--- config.mk ---
export PLATFORM = sky130hd
export DESIGN_NAME = gtr_offset_unit
export DESIGN_NICKNAME = d
export VERILOG_FILES = /design/src/hw/rtl/gtr_pkg.sv /design/src/hw/rtl/gtr_offset_unit.sv
export SDC_FILE = /design/constraint.sdc
export NUM_CORES = 1
export LEC_CHECK = 0
export BUFFER_PORTS_ARGS = -buffer_cell sky130_fd_sc_hd__buf_4
export CORE_MARGIN = 4
export CORE_UTILIZATION = 35
export CTS_CLUSTER_SIZE = 14
export DETAILED_ROUTE_END_ITERATION = 7
export PLACE_DENSITY_LB_ADDON = 0.2
export SETUP_SLACK_MARGIN = 0.5
export SYNTH_ARGS = -nofsm -noshare
export SYNTH_HDL_FRONTEND = slang
export SYNTH_SLANG_ARGS = --single-unit
--- constraint.sdc ---
create_clock -name clk -period 6.7 [get_ports clk]
set_input_delay 0 -clock clk [delete_from_list [all_inputs] [get_ports clk]]
set_output_delay 0 -clock clk [all_outputs]
set_load 0.005 [all_outputs]
--- src/hw/rtl/gtr_pkg.sv ---
package gtr_pkg;

  // Fixed glyph geometry and character set size.
  localparam int GLYPH_W    = 8;
  localparam int CHAR_COUNT = 128;
  localparam int CODE_W     = 7;

  localparam logic [7:0]        CODE_NEWLINE = 8'd10;
  localparam logic [CODE_W-1:0] CODE_SPACE   = 7'd32;
  localparam logic [3:0]        MAX_CHANNEL  = 4'd8;

  typedef enum logic [1:0] {
    OP_DRAW   = 2'd0,
    OP_LOAD   = 2'd1,
    OP_CURSOR = 2'd2
  } op_t;

  typedef enum logic [3:0] {
    REG_ENABLED   = 4'd0,
    REG_PITCH     = 4'd1,
    REG_WIDTH     = 4'd2,
    REG_RGB       = 4'd3,
    REG_SIZES     = 4'd4,
    REG_RED_POS   = 4'd5,
    REG_GREEN_POS = 4'd6,
    REG_BLUE_POS  = 4'd7
  } cfg_reg_t;

  typedef enum logic [2:0] {
    S_CLEAR,
    S_IDLE,
    S_BASE,
    S_COL,
    S_EMIT,
    S_ADV
  } state_t;

  // Operations of the shared offset accumulator.
  typedef enum logic [1:0] {
    OFS_HOLD,
    OFS_LOAD_PRODUCT,
    OFS_ADD_COL,
    OFS_ADD_PITCH
  } ofs_op_t;

  // Keeps the top bits of an 8-bit channel and places them in the pixel word.
  function automatic logic [31:0] pack_channel(logic [7:0] v8, logic [3:0] size,
                                               logic [4:0] pos);
    logic [3:0] sz;
    logic [7:0] v;
    sz = (size > MAX_CHANNEL) ? MAX_CHANNEL : size;
    v  = v8 >> (MAX_CHANNEL - sz);
    if (sz == 4'd0) begin
      return 32'd0;
    end
    return 32'(v) << pos;
  endfunction

endpackage

--- src/hw/rtl/gtr_offset_unit.sv ---
module gtr_offset_unit
  import gtr_pkg::*;
(
  input  logic        clk,
  input  ofs_op_t     op,
  input  logic [15:0] pitch,
  input  logic [15:0] line,
  input  logic [15:0] col,
  output logic [31:0] acc
);

  // One accumulator serves the whole glyph: pitch*line, then plus 4*col,
  // then plus pitch for every row that leaves.
  logic [31:0] acc_next;

  always_comb begin
    acc_next = acc;
    case (op)
      OFS_HOLD:         acc_next = acc;
      OFS_LOAD_PRODUCT: acc_next = {16'd0, pitch} * {16'd0, line};
      OFS_ADD_COL:      acc_next = acc + {14'd0, col, 2'b00};
      OFS_ADD_PITCH:    acc_next = acc + {16'd0, pitch};
      default:          acc_next = acc;
    endcase
  end

  always_ff @(posedge clk) begin
    acc <= acc_next;
  end

endmodule

==> reports/results.tsv, run 1 <==
metric	value	unit
Top-Level Pins	83	
H-tree levels	2	
synthesized instance count	1323	
DRT iter0 DRCs	378	
sum of negative setup slack	0	ps
die area	36200	µm²
Clock Tree Buf Depth	2	
worst r2r path cells	11	
Worst-path clk slew	60	ps
Critical Path Slowest Stage Cell	fa_1	
largest net degree at the start of global routing	57	
Post-synth top flop	edfxtp_1	
cell taking the most area after synthesis	fa_1	
layout cells sized above 1	7.86	%
Yosys warnings	0	
Syn Area/Cell	8.79	µm²
largest cells by area after synthesis	fa_1, ha_1, edfxtp_1	
CTS Buf Count	5	
Net Count, Synth	1706	
post-detail-place hpwl	24600	µm
CP Depth	22	
#FFs+latches synth	32	
Top reg by flops	acc	
Regs by FF count	acc x32	
worst path arrival time	5810	ps
CP Max Fanout	17	
vias in the first global route	9707	
GRT Overall Usage	17.4	%
Synth top area share	33.7	%
Area growth, synth to finish	9.85	%
average wire per standard cell	16.7	µm
Tmin final	5790	ps
first-pass GRT wire length	51300	µm
most frequent CP cell	fa_1	
final setup fails	0	
sequence of cells on the critical path	buf_4 > and2_1 > fa_1 > inv_1 > fa_1 > inv_1 > fa_1 > fa_1 > fa_1 > inv_1 > fa_1 > inv_1 > ha_1 > a21oi_1 > o21ai_0 > nand4_1 > nand2_1 > a221oi_1 > o31ai_1 > o31ai_2 > xor2_1 > mux2i_1	
RSZ-0062 raised after global routing	false	
Worst Setup End Kind	register	
Die Y	190	µm
Worst Skew	9.12	ps
Slew Limit Fails	0	
FP Rows	66	
Buf/Inv on CP	5	
Tcrit/Tclk final	86.5	%
Post-synth EDFFs	32	
max reg flops	32	
Detailed Route WL	30200	µm
outcome	finished, final reports clean	
filler cell count	3374	
RePlAce Congestion	0.842	
critical path required time	6720	ps
routed vias	9089	
worst hold slack	154	ps
Clk Tree Root Cell	clkbuf_16	
Final ANT Viol Nets	0	
CP max stage delay	530	ps
vias per cell	5.04	
Netlist cell types	57	
PortBufs	82	
TritonCTS clock tree	yes	
multi-input logic area	9600	µm²
kind of critical path	in2reg	
Die X	190	µm
drt first pass iters	5	
initial antenna violation count	0	
Highest Clock Rate	173	MHz
Top Family by Delay on Critical Path	adder cells	
DRC	0	
MaxCap Viol Count	0	
number of clock sinks	32	
FFs w/ async S/R, synth	0	%
Initial Utilization	35.6	%
Slew HR	44.0	%
synthesized cell area	11600	µm²
Net count, final	1744	
area of the core	32600	µm²
CP Launch Type	primary input	
Final Hold Viols	0	
setup bufs post-CTS	0	
clk_lat worst skew	290	ps
Resized cells post-CTS	0	
GRT overflow	0	
ANT cells	0	
Worst Hold Depth	1	
Hold/Removal Path Class	in2reg	
Reg area	961	µm²
number of hold buffers added after CTS	0	
Worst Tran Pin Value	840	ps
sequential area share after synthesis	8.27	%
worst reg2reg max path: stages (launching register included):
cell	delay (ps)
edfxtp_1	400
ha_1	250
fa_1	440
a211oi_1	350
o211ai_1	270
a211oi_1	290
a211oi_1	140
and3_1	230
a31oi_2	410
and3b_1	250
xnor2_1	130
mux2i_1	90
cell families (layout without fill, tap and decap cells):
group | count (synthesis) | in the layout | share of synthesized area (%)
muxes | 12 | 12 | 1.05
AOI/OAI and AO/OA | 193 | 193 | 11.1
adders and majority gates | 332 | 332 | 48.4
xor gates and xnor gates | 70 | 70 | 5.27
buffers and inverters | 283 | 322 | 9.14
DFF | 32 | 32 | 8.27
and+or+nand+nor | 401 | 401 | 16.8
cells in the mapped netlist, types with 22 or more instances:
cell	instances
xnor2_1	48
a21oi_1	54
nor2_1	41
nand2_1	182
clkbuf_1	49
ha_1	136
edfxtp_1	32
inv_1	232
xor2_1	22
fa_1	196
o21ai_0	41
a21o_1	26
and2_1	117
final timing paths:
path                  from       to  slack [ps]
hold / removal       op[0]   acc[0]         150
hold reg to reg     acc[0]   acc[0]         710
setup / recovery  pitch[5]  acc[28]         910
setup reg to reg    acc[0]  acc[22]        3180
area by class of cell:
| cell class | count | area share, % |
|---|---|---|
| Multi-Input combinational cell | 1008 | 75.2 |
| Sequential cell | 32 | 7.52 |
| Inverter | 232 | 6.82 |
| Timing Repair Buffer | 82 | 4.82 |
| Tap cell | 442 | 4.33 |
| Clock buffer | 5 | 0.980 |
| Clock inverter | 3 | 0.333 |
placed cells by master (no fill, tap or decap), types with 4 or more instances in the layout:
cell,instances
nand3_1,14
a211oi_1,16
a31oi_1,7
nand2b_1,4
o21ai_0,41
xnor2_1,48
clkbuf_16,5
xor2_1,22
o211ai_1,14
inv_1,232
nor2_1,41
nor2b_1,9
a21oi_1,54
a21o_1,26
mux2i_1,10
and2_1,117
nor3_1,7
buf_4,82
edfxtp_1,32
nand4_1,6
ha_1,136
and3_1,8
fa_1,196
nand2_1,182
through the flow:
| step | utilization [%] | instance area [µm²] | instances | worst slack, ps |
|---|---|---|---|---|
| 6_report | 39.2 | 12800 | 1804 | 906 |
| 5_1_grt | 39.2 | 12800 | 1804 | 516 |
| 4_1_cts | 39.2 | 12800 | 1804 | 866 |
| 3_5_place_dp | 38.6 | 12600 | 1796 | 606 |
| 3_3_place_gp | 38.6 | 12600 | 1796 | 592 |
| 2_1_floorplan | - | 11600 | 1323 | 1070 |
routing by layer:
metal | GRT usage [%] | up-vias | part of all wire (%)
met1 | 24.0 | 4607 | 45
met4 | 1.74 | 0 | 0.95
met3 | 1.68 | 20 | 3.6
li1 | - | 4299 | -
met2 | 31.0 | 163 | 50
met5 | 0 | - | 0
Power of run 1 is left out: the tool's default activity adds up to more than one toggle a clock period on the data nets, which glitch-free logic cannot reach.
==> inputs of run 2 (changes only) <==
ABC_AREA = 1   (was default)
==> run 2 against run 1 <==
Net effect:
- register-to-register slack gained 970 ps
- worst hold slack lost 31 ps
- sequential share of layout area shrank 1.2 points
- setup slack gained 380 ps
- clock skew grew 1.7 ps
- maximum frequency grew 7.0%
- non-clock buffer count grew 2
==> reports/results.tsv, run 2 <==
metric	value	unit
outcome	finished, final reports clean	
synthesized instance count	2139	
Resized cells post-CTS	0	
Final Hold Viols	0	
routed vias	12900	
kind of critical path	in2reg	
layout cells sized above 1	5.98	%
worst hold slack	122	ps
Worst Tran Pin Value	945	ps
crit path launch	pitch[7]	
Top reg by flops	acc	
max reg flops	32	
Worst Setup End Kind	register	
GRT overflow	0	
most frequent CP cell	fa_1	
Detailed Route WL	45300	µm
vias in the first global route	13000	
M1 GR Usage	31.4	%
Syn Area/Cell	6.52	µm²
Tmin final	5410	ps
die area	43100	µm²
Critical R2R Launch	acc[12]	
MaxCap Viol Count	0	
CP Max Fanout	17	
RePlAce Congestion	0.958	
pre-CTS WS	940	ps
GRT Max-Usage Layer	met2	
Reg2Reg Setup Slack	4150	ps
Area growth, synth to finish	8.32	%
Critical Path Slowest Stage Cell	fa_1	
Slew Limit Fails	0	
most frequent cell after synthesis	nand2_1	
Post-synth EDFFs	32	
#FFs+latches synth	32	
Post-synth top flop	edfxtp_1	
Die X	208	µm
global-route met2 utilization	33.1	%
Net Count, Synth	2522	
Post-Route Utilization	38.7	%
clk_lat worst skew	300	ps
sequential area share after synthesis	6.89	%
Tcrit/Tclk final	80.8	%
number of clock sinks	32	
Final ANT Viol Nets	0	
CTS Buf Count	5	
worst hold start	col[0]	
sum of negative setup slack	0	ps
Hold Path Sink	acc[2]	
most instantiated cells after synthesis	nand2_1, inv_1, fa_1	
synthesized cell area	14000	µm²
Clock Tree Buf Depth	2	
critical path required time	6740	ps
Die Y	208	µm
Yosys warnings	0	
RSZ-0062 raised after global routing	false	
DRC	0	
Synth top area share	28.1	%
average wire per standard cell	16.9	µm
setup bufs post-CTS	0	
Net count, final	2540	
Worst-path clk slew	60	ps
post-detail-place hpwl	39000	µm
GRT Overall Usage	21.0	%
FFs w/ async S/R, synth	0	%
Initial Utilization	35.8	%
Hold/Removal Path Class	in2reg	
Worst Skew	10.9	ps
vias per cell	4.83	
grt met3 use	3.54	%
largest net degree at the start of global routing	31	
R2R Path End	acc[29]	
PortBufs	82	
ANT cells	0	
H-tree levels	2	
highest-count cells in the layout ignoring fill and taps	nand2_1, inv_1, fa_1, nand3_1, ha_1	
Clk Tree Root Cell	clkbuf_16	
final setup fails	0	
Top-Level Pins	83	
most common cell after layout, fill and taps aside	nand2_1	
Highest Clock Rate	185	MHz
sequence of cells on the critical path	buf_4 > nand2_1 > fa_1 > inv_1 > fa_1 > inv_1 > fa_1 > inv_1 > fa_1 > fa_1 > inv_1 > fa_1 > inv_1 > ha_1 > nand2_1 > nor2_1 > nand3_1 > nand3_1 > nand2_1 > nand2_1 > nand2_1 > nand3_1 > nand3_1	
Worst Hold Depth	4	
FP Rows	72	
drt first pass iters	6	
post-route setup slack	1290	ps
worst path arrival time	5460	ps
Netlist cell types	39	
CP max stage delay	540	ps
TritonCTS clock tree	yes	
filler cell count	4258	
worst r2r path cells	10	
Regs by FF count	acc x32	
cell taking the most area after synthesis	fa_1	
first-pass GRT wire length	73100	µm
CP Launch Type	primary input	
initial antenna violation count	0	
DRT iter0 DRCs	1102	
area of the core	39000	µm²
Slew HR	36.9	%
largest cells by area after synthesis	fa_1, nand2_1, inv_1	
[run 2: cell types whose count changed after synthesis, moves of 16 or more]
cell,previous run,this run
xnor2_1,48,4
xor2_1,22,5
nand2_1,182,700
clkbuf_1,49,68
nand3_1,14,176
nor2_1,41,91
a21o_1,26,2
nand4_1,6,22
and2_1,117,3
a211oi_1,16,0
inv_1,232,532
[run 2: cells by family (layout without fill, tap and decap cells)]
kind of cell,count (synthesis),count (layout),share of synthesized area [%]
flip-flops,32,32,6.89
buffers and inverters,613,632,16.6
AND/OR/NAND/NOR,1045,1045,31.6
AO/OA/AOI/OAI,108,108,4.08
XOR/XNOR,9,9,0.565
adder cells (fa/ha/maj),332,332,40.3
[run 2: through the flow]
stage	cells	area, µm²
after global routing	2676	15100
after detailed placement	2667	14900
after global placement	2667	14900
final	2676	15100
after CTS	2676	15100
after floorplan	2139	14000
[run 2: worst max path at each step]
stage / endpoint / slack (ps)
finish: acc[31] / 1290
global route: acc[31] / 870
CTS: acc[31] / 1220
detailed placement: acc[31] / 940
global placement: acc[31] / 900
floorplan: acc[28] / 1600
[run 2: area by class of cell]
type                    count  area, µm²  share of cell area (%)
well taps                 518        648                    4.29
clock inverters             3       37.5                   0.248
multi-input cells        1494      10700                    70.6
repair buffers             84        633                    4.19
flip-flops and latches     32        961                    6.36
inverters                 540       2030                    13.4
clock buffers               5        125                   0.828
[run 2: layer usage]
metal / up-vias / wire length (µm) / share of wire (%)
met4: 0 / 551 / 1.2
li1: 6403 / - / -
met1: 6112 / 21700 / 48
met2: 366 / 19900 / 44
met3: 44 / 3150 / 7.0
met5: - / 0 / 0
[run 2: critical path: cells and delay by family]
family | cells | cell delay, ps
fa+ha+maj | 7 | 3400
simple gates | 10 | 1540
buf+inv | 6 | 490
[run 2: timing repair]
| item | in CTS | in global routing |
|---|---|---|
| endpoints found under the setup margin | 0 | 0 |
| hold endpoints to repair | 2 | 0 |
| hold buffers | 1 | 0 |
Power of run 2 is left out for the same reason.
